**config.mk**
```make
export PLATFORM = sky130hd
export DESIGN_NAME = event_flag_wait_unit_top
export DESIGN_NICKNAME = d
export VERILOG_FILES = /design/src/rtl/efw_pkg.sv /design/src/rtl/efw_core.sv /design/src/rtl/event_flag_wait_unit_top.sv
export SDC_FILE = /design/constraint.sdc
export NUM_CORES = 1
export LEC_CHECK = 0
export BUFFER_PORTS_ARGS = -buffer_cell sky130_fd_sc_hd__buf_2
export CORE_AREA = 2 2 208 210
export DETAILED_ROUTE_END_ITERATION = 10
export DIE_AREA = 0 0 210 212
export PLACE_DENSITY = 0.51
export SLEW_MARGIN = 40
export SYNTH_ARGS = -nofsm -noshare
export SYNTH_HDL_FRONTEND = slang
export SYNTH_SLANG_ARGS = --single-unit
export TNS_END_PERCENT = 100
```
**constraint.sdc**
```tcl
create_clock -name aclk -period 3.55 [get_ports aclk]
set_clock_uncertainty 0.05 [all_clocks]
set_input_delay 0.1775 -clock aclk [delete_from_list [all_inputs] [get_ports aclk]]
set_output_delay 0.1775 -clock aclk [all_outputs]
set_load 0.02 [all_outputs]
```
**src/rtl/efw_pkg.sv**
```systemverilog
// Package for the event flag wait unit: field widths, action and status codes,
// and the request and result word types shared by the core and the top level.
// No dependencies.
package efw_pkg;

    // Field widths of the stream words.
    localparam int ACTION_W = 3;
    localparam int INDEX_W  = 4;
    localparam int TASK_W   = 5;
    localparam int STATUS_W = 2;
    localparam int S_DATA_W = 16;
    localparam int M_DATA_W = 16;

    // Action codes carried by an input word.
    localparam logic [ACTION_W-1:0] ACT_CREATE  = 3'd0;
    localparam logic [ACTION_W-1:0] ACT_WAIT    = 3'd1;
    localparam logic [ACTION_W-1:0] ACT_SET     = 3'd2;
    localparam logic [ACTION_W-1:0] ACT_CANCEL  = 3'd3;
    localparam logic [ACTION_W-1:0] ACT_RELEASE = 3'd4;

    // Status codes carried by a result word.
    localparam logic [STATUS_W-1:0] ST_DONE    = 2'd0;
    localparam logic [STATUS_W-1:0] ST_BLOCK   = 2'd1;
    localparam logic [STATUS_W-1:0] ST_ERR     = 2'd2;
    localparam logic [STATUS_W-1:0] ST_TIMEOUT = 2'd3;

    // One request word as unpacked from the input stream.
    typedef struct packed {
        logic [ACTION_W-1:0] action;
        logic [INDEX_W-1:0]  event_index;
        logic [TASK_W-1:0]   task_id;
    } efw_req_t;

    // One result word as handed to the output register.
    typedef struct packed {
        logic [STATUS_W-1:0] status;
        logic [INDEX_W-1:0]  slot_out;
        logic [TASK_W-1:0]   woken_task;
        logic                last;
    } efw_res_t;

endpackage

```
**src/rtl/efw_core.sv**
```systemverilog
// Sequencer of the event flag wait unit: slot state, the waiter memory and the
// scan that walks waiter entries one at a time. Depends on efw_pkg.
module efw_core #(
    parameter int EVENT_SLOTS       = 8,
    parameter int WAITERS_PER_EVENT = 4,
    parameter int MAX_TASKS         = 16
) (
    input  logic                 aclk,
    input  logic                 aresetn,
    input  logic                 start,
    input  efw_pkg::efw_req_t    req,
    input  logic [efw_pkg::TASK_W-1:0] task_limit,
    output logic                 idle,
    input  logic                 out_free,
    output logic                 res_valid,
    output efw_pkg::efw_res_t    res
);
    import efw_pkg::*;

    localparam int DEPTH = EVENT_SLOTS * WAITERS_PER_EVENT;
    localparam int SW    = (EVENT_SLOTS > 1) ? $clog2(EVENT_SLOTS) : 1;
    localparam int WW    = (WAITERS_PER_EVENT > 1) ? $clog2(WAITERS_PER_EVENT) : 1;
    localparam int AW    = (DEPTH > 1) ? $clog2(DEPTH) : 1;
    localparam logic [AW-1:0]   WAYS_A   = AW'(WAITERS_PER_EVENT);
    localparam logic [WW-1:0]   WAY_LAST = WW'(WAITERS_PER_EVENT - 1);
    localparam logic [SW-1:0]   SLOT_LAST = SW'(EVENT_SLOTS - 1);
    localparam logic [INDEX_W:0] SLOTS_X = (INDEX_W+1)'(EVENT_SLOTS);
    localparam logic [TASK_W-1:0] TASK_MAX = TASK_W'(MAX_TASKS);

    typedef enum logic [2:0] {
        S_IDLE,
        S_DECODE,
        S_CLEAR,
        S_READ,
        S_CHECK,
        S_ADVANCE,
        S_EMIT
    } state_t;

    state_t                state_reg;
    efw_req_t              req_reg;
    logic [SW-1:0]         slot_reg;
    logic [WW-1:0]         way_reg;
    logic [TASK_W-1:0]     pend_reg;
    logic                  pend_valid_reg;
    logic                  hit_reg;
    efw_res_t              res_reg;
    logic                  slot_used_reg [EVENT_SLOTS];
    logic                  slot_flag_reg [EVENT_SLOTS];
    logic [TASK_W-1:0]     rd_data_reg;

    // Waiter memory: one write and one registered read per cycle.
    logic [TASK_W-1:0]     waiter_mem [DEPTH];

    logic [SW-1:0]         s_idx;
    logic                  in_range;
    logic                  slot_ok;
    logic                  tid_ok;
    logic                  rel_ok;
    logic                  free_found;
    logic [SW-1:0]         free_slot;
    logic [AW-1:0]         addr;
    logic                  chk_hit;
    logic                  mem_we;
    logic [TASK_W-1:0]     mem_wdata;
    logic [INDEX_W-1:0]    idx_out;

    // Decode of the latched request.
    assign s_idx    = SW'(req_reg.event_index);
    assign in_range = {1'b0, req_reg.event_index} < SLOTS_X;
    assign slot_ok  = in_range && slot_used_reg[s_idx];
    assign tid_ok   = (req_reg.task_id != '0) && (req_reg.task_id <= TASK_MAX);
    assign rel_ok   = tid_ok && (req_reg.task_id <= task_limit);
    assign idx_out  = req_reg.event_index;

    // Lowest free slot for create.
    always_comb begin
        free_found = 1'b0;
        free_slot  = '0;
        for (int i = EVENT_SLOTS - 1; i >= 0; i--) begin
            if (!slot_used_reg[i]) begin
                free_found = 1'b1;
                free_slot  = SW'(i);
            end
        end
    end

    // Entry address of the scan position.
    assign addr = AW'(slot_reg) * WAYS_A + AW'(way_reg);

    // Match test of the entry just read, per action.
    always_comb begin
        case (req_reg.action)
            ACT_WAIT:    chk_hit = (rd_data_reg == '0);
            ACT_SET:     chk_hit = (rd_data_reg != '0);
            ACT_CANCEL:  chk_hit = (rd_data_reg == req_reg.task_id);
            ACT_RELEASE: chk_hit = slot_used_reg[slot_reg] && !hit_reg
                                   && (rd_data_reg == req_reg.task_id);
            default:     chk_hit = 1'b0;
        endcase
    end

    assign mem_we    = (state_reg == S_CLEAR) || ((state_reg == S_CHECK) && chk_hit);
    assign mem_wdata = (req_reg.action == ACT_WAIT) ? req_reg.task_id : '0;

    always_ff @(posedge aclk) begin
        if (mem_we) begin
            waiter_mem[addr] <= mem_wdata;
        end
        rd_data_reg <= waiter_mem[addr];
    end

    assign idle      = (state_reg == S_IDLE);
    assign res_valid = (state_reg == S_EMIT) && out_free;
    assign res       = res_reg;

    // Sequencer with slot state.
    always_ff @(posedge aclk) begin
        if (!aresetn) begin
            state_reg      <= S_IDLE;
            pend_valid_reg <= 1'b0;
            hit_reg        <= 1'b0;
            for (int i = 0; i < EVENT_SLOTS; i++) begin
                slot_used_reg[i] <= 1'b0;
                slot_flag_reg[i] <= 1'b0;
            end
        end else begin
            case (state_reg)
                S_IDLE: begin
                    if (start) begin
                        req_reg   <= req;
                        state_reg <= S_DECODE;
                    end
                end

                S_DECODE: begin
                    slot_reg       <= s_idx;
                    way_reg        <= '0;
                    pend_valid_reg <= 1'b0;
                    hit_reg        <= 1'b0;
                    res_reg        <= '{ST_ERR, idx_out, '0, 1'b1};
                    state_reg      <= S_EMIT;
                    case (req_reg.action)
                        ACT_CREATE: begin
                            if (free_found) begin
                                slot_used_reg[free_slot] <= 1'b1;
                                slot_flag_reg[free_slot] <= 1'b0;
                                slot_reg  <= free_slot;
                                res_reg   <= '{ST_DONE, INDEX_W'(free_slot), '0, 1'b1};
                                state_reg <= S_CLEAR;
                            end else begin
                                res_reg <= '{ST_ERR, '0, '0, 1'b1};
                            end
                        end
                        ACT_WAIT: begin
                            if (slot_ok && slot_flag_reg[s_idx]) begin
                                slot_flag_reg[s_idx] <= 1'b0;
                                res_reg <= '{ST_DONE, idx_out, '0, 1'b1};
                            end else if (slot_ok && tid_ok) begin
                                state_reg <= S_READ;
                            end
                        end
                        ACT_SET: begin
                            if (slot_ok) begin
                                slot_flag_reg[s_idx] <= 1'b1;
                                state_reg <= S_READ;
                            end
                        end
                        ACT_CANCEL: begin
                            if (slot_ok && tid_ok) begin
                                state_reg <= S_READ;
                            end
                        end
                        ACT_RELEASE: begin
                            slot_reg <= '0;
                            if (rel_ok) begin
                                state_reg <= S_READ;
                            end else begin
                                res_reg <= '{ST_ERR, '0, '0, 1'b1};
                            end
                        end
                        default: begin
                        end
                    endcase
                end

                // Create empties the new slot's waiter list one entry a cycle.
                S_CLEAR: begin
                    if (way_reg == WAY_LAST) begin
                        state_reg <= S_EMIT;
                    end else begin
                        way_reg <= way_reg + 1'b1;
                    end
                end

                S_READ: begin
                    state_reg <= S_CHECK;
                end

                // Act on the entry read; the memory write happens alongside.
                S_CHECK: begin
                    state_reg <= S_ADVANCE;
                    case (req_reg.action)
                        ACT_WAIT: begin
                            if (chk_hit) begin
                                res_reg   <= '{ST_BLOCK, idx_out, '0, 1'b1};
                                state_reg <= S_EMIT;
                            end
                        end
                        ACT_CANCEL: begin
                            if (chk_hit) begin
                                res_reg   <= '{ST_TIMEOUT, idx_out, '0, 1'b1};
                                state_reg <= S_EMIT;
                            end
                        end
                        ACT_RELEASE: begin
                            if (chk_hit) begin
                                hit_reg <= 1'b1;
                            end
                        end
                        ACT_SET: begin
                            // A woken task is held back until the next one shows
                            // whether it was the final word.
                            if (chk_hit) begin
                                pend_reg       <= rd_data_reg;
                                pend_valid_reg <= 1'b1;
                                if (pend_valid_reg) begin
                                    res_reg   <= '{ST_DONE, idx_out, pend_reg, 1'b0};
                                    state_reg <= S_EMIT;
                                end
                            end
                        end
                        default: begin
                        end
                    endcase
                end

                S_ADVANCE: begin
                    if (way_reg != WAY_LAST) begin
                        way_reg   <= way_reg + 1'b1;
                        state_reg <= S_READ;
                    end else if ((req_reg.action == ACT_RELEASE) && (slot_reg != SLOT_LAST)) begin
                        slot_reg  <= slot_reg + 1'b1;
                        way_reg   <= '0;
                        hit_reg   <= 1'b0;
                        state_reg <= S_READ;
                    end else begin
                        // End of the scan.
                        state_reg <= S_EMIT;
                        case (req_reg.action)
                            ACT_WAIT:    res_reg <= '{ST_ERR, idx_out, '0, 1'b1};
                            ACT_CANCEL:  res_reg <= '{ST_TIMEOUT, idx_out, '0, 1'b1};
                            ACT_RELEASE: res_reg <= '{ST_DONE, '0, '0, 1'b1};
                            ACT_SET: begin
                                res_reg <= '{ST_DONE, idx_out,
                                             pend_valid_reg ? pend_reg : '0, 1'b1};
                            end
                            default:     res_reg <= '{ST_ERR, idx_out, '0, 1'b1};
                        endcase
                    end
                end

                // Hand the word over; a word that is not the final one resumes the scan.
                S_EMIT: begin
                    if (out_free) begin
                        state_reg <= res_reg.last ? S_IDLE : S_ADVANCE;
                    end
                end

                default: begin
                    state_reg <= S_IDLE;
                end
            endcase
        end
    end

endmodule

```
**src/rtl/event_flag_wait_unit_top.sv**
```systemverilog
// Top level of the event flag wait unit: stream ports, the task limit register
// and the output register. Depends on efw_pkg and efw_core.
//
// Usage: a request word on the s_ channel carries an action (create, wait, set,
// cancel, release), an event slot and a task id. Each request gives one result
// word on the m_ channel, except set, which gives one word per woken waiter (one
// word if none wakes); m_tlast marks the final word of a request. cfg_we writes
// task_limit, which bounds the task ids that release accepts; write it only
// while idle. One request is handled at a time and s_tready is low until its
// final word has entered the output register. The waiter list is scanned one
// entry at a time through a single-port waiter memory, each entry passing the
// READ, CHECK and ADVANCE states; release scans the lists of all slots.
// Reset: aresetn (synchronous, active low) frees all slots, clears all flags
// and sets task_limit to zero. Waiter lists are emptied when a slot is created.
// Stalls: a low m_tready holds the output word; the sequencer waits with it.
module event_flag_wait_unit_top #(
    parameter int EVENT_SLOTS       = 8,
    parameter int WAITERS_PER_EVENT = 4,
    parameter int MAX_TASKS         = 16
) (
    input  logic                            aclk,
    input  logic                            aresetn,
    input  logic                            s_tvalid,
    output logic                            s_tready,
    // action [2:0], event_index [6:3], task_id [11:7], zero [15:12]
    input  logic [efw_pkg::S_DATA_W-1:0]    s_tdata,
    output logic                            m_tvalid,
    input  logic                            m_tready,
    // status [1:0], slot_out [5:2], woken_task [10:6], zero [15:11]
    output logic [efw_pkg::M_DATA_W-1:0]    m_tdata,
    output logic                            m_tlast,
    input  logic                            cfg_we,
    input  logic [efw_pkg::TASK_W-1:0]      cfg_wdata
);
    import efw_pkg::*;

    logic [TASK_W-1:0] limit_reg;
    logic              m_valid_reg;
    efw_res_t          m_res_reg;
    efw_req_t          req;
    efw_res_t          res;
    logic              core_idle;
    logic              out_free;
    logic              res_valid;

    // Task limit register.
    always_ff @(posedge aclk) begin
        if (!aresetn) begin
            limit_reg <= '0;
        end else if (cfg_we) begin
            limit_reg <= cfg_wdata;
        end
    end

    // Unpack the request word.
    assign req.action      = s_tdata[ACTION_W-1:0];
    assign req.event_index = s_tdata[ACTION_W +: INDEX_W];
    assign req.task_id     = s_tdata[ACTION_W+INDEX_W +: TASK_W];

    assign s_tready = core_idle;
    assign out_free = !m_valid_reg || m_tready;

    efw_core #(
        .EVENT_SLOTS       (EVENT_SLOTS),
        .WAITERS_PER_EVENT (WAITERS_PER_EVENT),
        .MAX_TASKS         (MAX_TASKS)
    ) u_core (
        .aclk       (aclk),
        .aresetn    (aresetn),
        .start      (s_tvalid && s_tready),
        .req        (req),
        .task_limit (limit_reg),
        .idle       (core_idle),
        .out_free   (out_free),
        .res_valid  (res_valid),
        .res        (res)
    );

    // Output register.
    always_ff @(posedge aclk) begin
        if (!aresetn) begin
            m_valid_reg <= 1'b0;
        end else if (out_free) begin
            m_valid_reg <= res_valid;
            if (res_valid) begin
                m_res_reg <= res;
            end
        end
    end

    assign m_tvalid = m_valid_reg;
    assign m_tlast  = m_res_reg.last;
    assign m_tdata  = {{(M_DATA_W-STATUS_W-INDEX_W-TASK_W){1'b0}},
                       m_res_reg.woken_task, m_res_reg.slot_out, m_res_reg.status};

endmodule

```
# Word-level counts from Yosys, hierarchy flattened
# Memory sizes are Yosys's and may differ from the RTL's. A register that Yosys moved wholly into a read port is not among the register bits.
# Cells that the tools add are included.
# Widths: inputs -> output; s select.
# op_classes
n_addsub,3
n_reduce_logical,37
mux,96
eq_ne,30
n_lt_le_gt_ge,3
bitwise,1
# op_table
op,count
$pmux 12 s3,4
$mux 12,8
$mux 3,29
$mux 1,38
$pmux 3 s7,1
$pmux 3 s2,3
$pmux 3 s5,1
$ne 2x2->1 const B,7
$eq 3x2->1 const B,4
$eq 3x3->1 const B,4
$ne 3x2->1 const B,4
$reduce_and 3->1,4
$reduce_and 4->1,3
$logic_and 1x1->1,11
$mux 10,1
$mux 2,5
$mux 5,2
$reduce_bool 5->1,2
$reduce_and 9->1,1
$ne 2x1->1 const B,4
$eq 3x1->1 const B,2
$logic_not 3->1,2
$pmux 2 s3,1
$reduce_bool 3->1,2
22 further kinds,27
# word_totals
inputBits,26
out_inout_bits,19
ram_bits,176
wordCells,192
mem_count,3
register_bits,57
# mem_list
memory,words,width,read_ports,rd_clocked_by_memory_dff,write_ports,line,source
u_core.waiter_mem,32,5,1,1,1,efw_core.sv:53,logic [TASK_W-1:0] waiter_mem [DEPTH];
u_core.slot_flag_reg,8,1,1,1,8,efw_core.sv:49,logic slot_flag_reg [EVENT_SLOTS];
u_core.slot_used_reg,8,1,10,2,8,efw_core.sv:48,logic slot_used_reg [EVENT_SLOTS];

# Logic depth before layout (Yosys ltp)
# An unclocked memory read counts as a cell.
# depth
word_depth,17
mapped_depth,8
depth_no_buf,8

# Modules after synthesis
# Synthesis repeated with hierarchy kept, for this count alone.
# hier_totals
cells_unflattened,701
area_unflattened_um2,10460.0
# by_module_without_submodules
module,instances,seq_area_each_um2,cells_each,area_each_um2
efw_core,1,6466.2,661,9808.2
event_flag_wait_unit_top,1,480.5,40,651.9

# Worst setup path after synthesis
# Ideal clock, no wire load.
# synth_timing
path_kind,register to register
start,register u_core.req_reg[11] in the netlist's numbering
end,"memory u_core.waiter_mem[0][0], data pin"
setup_ns,0.540
stages_incl_launch_ff,3
synth_period_minus_slack_ns,2.946
required_ns,2.960
arrival_time_ns,2.357
setup_slack_ns,0.604
path_cell_list,edfxtp_1 -> buf_6 -> nor4_1
# synth_between
elab_chain_len,2
# synth_rtl
item,line,source
from (decl),efw_core.sv:41,efw_req_t req_reg;
from (signal assigned),efw_core.sv:131,req_reg <= req;
$eq 3x1->1,efw_core.sv:104,assign mem_wdata = (req_reg.action == ACT_WAIT) ? req_reg.task_id : '0;
$mux 5,efw_core.sv:104,
named net u_core.mem_wdata[0],efw_core.sv:65,logic [TASK_W-1:0] mem_wdata;
to (decl),efw_core.sv:53,
# The timed path passes the listed nets, and every way through them passes these cells.

# Worst setup path in the final report
# layout_timing
start,register u_core.req_reg[2] in the netlist's numbering
end,memory u_core.waiter_mem[8][0] (enable)
# layout_between
elab_chain_len,7
# layout_rtl
item,line,source
$eq 5x5->1 (*),"efw_core.sv:96, efw_core.sv:98",
$logic_and 1x1->1,efw_core.sv:98,&& (rd_data_reg == req_reg.task_id);
$pmux 1 s4 (*),efw_core.sv:93,case (req_reg.action)
$logic_and 1x1->1 (*),efw_core.sv:103,assign mem_we = (state_reg == S_CLEAR) || ((state_reg == S_CHECK) && chk_hit);
$logic_or 1x1->1 (*),efw_core.sv:103,
$mux 1 (*),efw_core.sv:107,if (mem_we) begin
$mux 1 (not written as such) (*),efw_core.sv:108,waiter_mem[addr] <= mem_wdata;
# Every way passes the cells marked *; elsewhere a longest branch is shown, timed or not.

==> results.sh <==
export IMPL_endpoint_kind="register"
export IMPL_vias_per_cell=4.51
export IMPL_use_met1_pct=13.3
export IMPL_drive_above_1_share_pct=22.8
export IMPL_rrSetupSlack_ns=0.67
export IMPL_grt_pass1_vias=6294
export IMPL_ir_drop_uv=348
export IMPL_yosysMostFrequentCell="edfxtp_1"
export IMPL_grt_util_all_layers_pct=10.5
export IMPL_async_flop_share_pct=0
export IMPL_ys_seq_elements=244
export IMPL_rsz0062_at_grt="false"
export IMPL_hp_class="in2reg"
export IMPL_ys_flop_type="edfxtp_1"
export IMPL_min_path_cells=3
export IMPL_ys_seq_area_share_pct=66.7
export IMPL_status="finished clean"
export IMPL_first_iter_violations=506
export IMPL_crit_end="u_core.waiter_mem[8][0]$_DFFE_PP_"
export IMPL_finalSetupViolCount=0
export IMPL_fin_hold_ws_ns=0.0438
export IMPL_yosysUniqueCellTypes=67
export IMPL_arrival_ns=3.01
export IMPL_finalWirelength_um=23000
export IMPL_clock_root_buffer="clkbuf_16"
export IMPL_power_share_sequential_pct=44.5
export IMPL_worstReg2RegStart="u_core.req_reg[2]$_DFFE_PP_"
export IMPL_antenna_cells=0
export IMPL_finalHoldViolCount=0
export IMPL_p_clk_share_pct=39.6
export IMPL_timing_fmax_ghz=0.347
export IMPL_crit_type="reg2reg"
export IMPL_synth_warnings=0
export IMPL_num_rows=76
export IMPL_ant_nets=0
export IMPL_die_h_um=212
export IMPL_dp_hpwl_um=15100
export IMPL_ctsHoldBuffers=23
export IMPL_power_frac_comb_pct=15.9
export IMPL_synth_area_sq_um=10400
export IMPL_netlist_top_cells_area="edfxtp_1 59%, mux4_2 9.5%, dfxtp_1 7.3%"
export IMPL_switchingPower_mw=2.03
export IMPL_cts_setup_buffers=0
export IMPL_grt_pass1_wl_um=36500
export IMPL_syn_avg_cell_area_sq_um=15.0
export IMPL_gp_congestion=0.773
export IMPL_gr_usage_met3_pct=1.94
export IMPL_fin_nets=818
export IMPL_cts_buffer_depth=3
export IMPL_met2_usage_pct=18.3
export IMPL_clk_pin_slew_worst_paths_ns=0.07
export IMPL_cts_made_buffers=27
export IMPL_grt_max_degree=44
export IMPL_grt_busiest_layer="met2"
export IMPL_swShare_pct=26.3
export IMPL_final_max_slew_viol_count=0
export IMPL_cts_tree="yes"
export IMPL_worst_pin_slew_ns=0.741
export IMPL_die_area_sq_um=44500
export IMPL_syn2layout_area_growth_pct=20.8
export IMPL_start_util_pct=24.5
export IMPL_ys_top_cells_by_count="206 x edfxtp_1, 44 x mux4_2, 44 x nor3_1"
export IMPL_cts_resized=0
export IMPL_tns_ns=0
export IMPL_die_x_um=210
export IMPL_worst_endpoint_required_ns=3.68
export IMPL_wire_per_inst_um=17.1
export IMPL_worstSkewPairLatency_ns=0.56
export IMPL_cts_sinks=244
export IMPL_startpoint="u_core.req_reg[2]$_DFFE_PP_"
export IMPL_synth_area_leader_cell="edfxtp_1"
export IMPL_synth_cells=696
export IMPL_final_util_pct=29.6
export IMPL_vias=6083
export IMPL_finalCritPeriodShare_pct=81.2
export IMPL_maxSlewHeadroom_pct=50.2
export IMPL_drc=0
export IMPL_p_leak_nw=4.23
export IMPL_antenna_found_initial=0
export IMPL_pin_count=45
export IMPL_reg2regPathDepth=7
export IMPL_p_per_area_nw_per_um2=614
export IMPL_critPathLaunchType="register"
export IMPL_p_int_mw=5.69
export IMPL_synth_edf_count=206
export IMPL_largest_register_ffs=160
export IMPL_dr_pass1_iters=5
export IMPL_coreArea_sq_um=42500
export IMPL_final_min_clock_period_ns=2.88
export IMPL_portBuffers=35
export IMPL_grt_overflow=0
export IMPL_synth_top_area_share_pct=59.4
export IMPL_cts_htree_levels=1
export IMPL_nFillCells=4179
export IMPL_drv_cap=0
export IMPL_crit_fanout=32
export IMPL_rr_endpoint="u_core.waiter_mem[8][0]$_DFFE_PP_"
-- worst max-delay path: stages (launching register included) --
cell and delay [ns]:
edfxtp_1 0.44, xor2_1 0.19, nor3_1 0.33, a21oi_1 0.17, o21ai_1 0.32, a21oi_2 0.09
buf_4 0.25, nor3_1 0.66
-- worst min path at each step --
| stage | start | endpoint | slack [ns] |
|---|---|---|---|
| floorplan | s_tdata[3] | u_core.idx_out[0]$_DFFE_PP_ | 0.23 |
| global placement | s_tdata[0] | u_core.req_reg[9]$_DFFE_PP_ | 0.31 |
| detailed placement | s_tdata[0] | u_core.req_reg[9]$_DFFE_PP_ | 0.31 |
| CTS | aresetn | u_core.slot_used_reg[1]$_DFF_P_ | 0.03 |
| global route | aresetn | u_core.slot_used_reg[6]$_DFF_P_ | 0.05 |
| finish | aresetn | u_core.slot_used_reg[1]$_DFF_P_ | 0.04 |
-- logic make-up after synthesis --
logic type | after synthesis | share of synthesized area [%]
buf+inv | 69 | 3.12
fa+ha+maj | 11 | 1.32
compound gates | 103 | 6.82
xor+xnor | 7 | 0.589
flops | 244 | 66.7
other cells | 1 | 0.0360
mux | 58 | 11.2
simple gates | 203 | 10.2
-- through the flow --
step           setup WS (ns)  area, sq um  std cells  total power [mW]
2_1_floorplan          0.604        10400        700              4.33
3_3_place_gp           0.675        11400       1275              4.71
3_5_place_dp           0.612        11400       1275              4.71
4_1_cts                0.581        12600       1348              7.81
5_1_grt                0.391        12600       1348              8.05
6_report               0.668        12600       1348              7.72
-- power by group through the flow --
stage	Sequential (mW)	Clock [mW]	Combinational, mW
after floorplan	3.42	0	0.905
after global placement	3.49	0	1.21
after detailed placement	3.50	0	1.22
after CTS	3.44	3.14	1.24
after global routing	3.46	3.24	1.35
final	3.44	3.06	1.23
-- cells in the final DEF (no fill, tap or decap), types with 4 or more instances in the layout --
master	n
edfxtp_1	206
clkbuf_16	27
buf_4	35
o22ai_1	10
nor2b_1	9
and2_1	11
clkinv_2	5
xor2_1	6
dlygate4sd3_1	23
dfxtp_1	38
mux2i_1	7
inv_1	26
o21ai_1	4
bufinv_16	7
o21a_1	4
ha_1	11
nand4_1	6
mux4_2	44
a22oi_1	12
a31o_2	4
o21ai_0	14
nor3_1	43
mux2_2	5
nand2b_1	13
buf_2	35
a221oi_1	5
nand2_1	36
conb_1	5
nand3_1	10
o211ai_1	4
nand3b_1	5
a31oi_1	4
a21oi_1	18
nor2_1	40
-- layer usage --
layer  share of wire, %  vias to the layer above
met5                  0                        -
met4                2.4                        0
met3                4.9                       45
met2                 48                      148
met1                 44                     3015
li1                   -                     2875
-- final cells by class --
type                            count  area [sq um]  share of cell area (%)
Clock buffer                       30           687                    5.46
Clock inverter                     20           298                    2.37
Tap cell                          546           683                    5.43
Inverter                           27           101                   0.806
Sequential cell                   244          6950                    55.2
Timing Repair Buffer               94           688                    5.47
Multi-Input combinational cell    387          3170                    25.2
No activity file was read; power rests on OpenSTA's default activity.
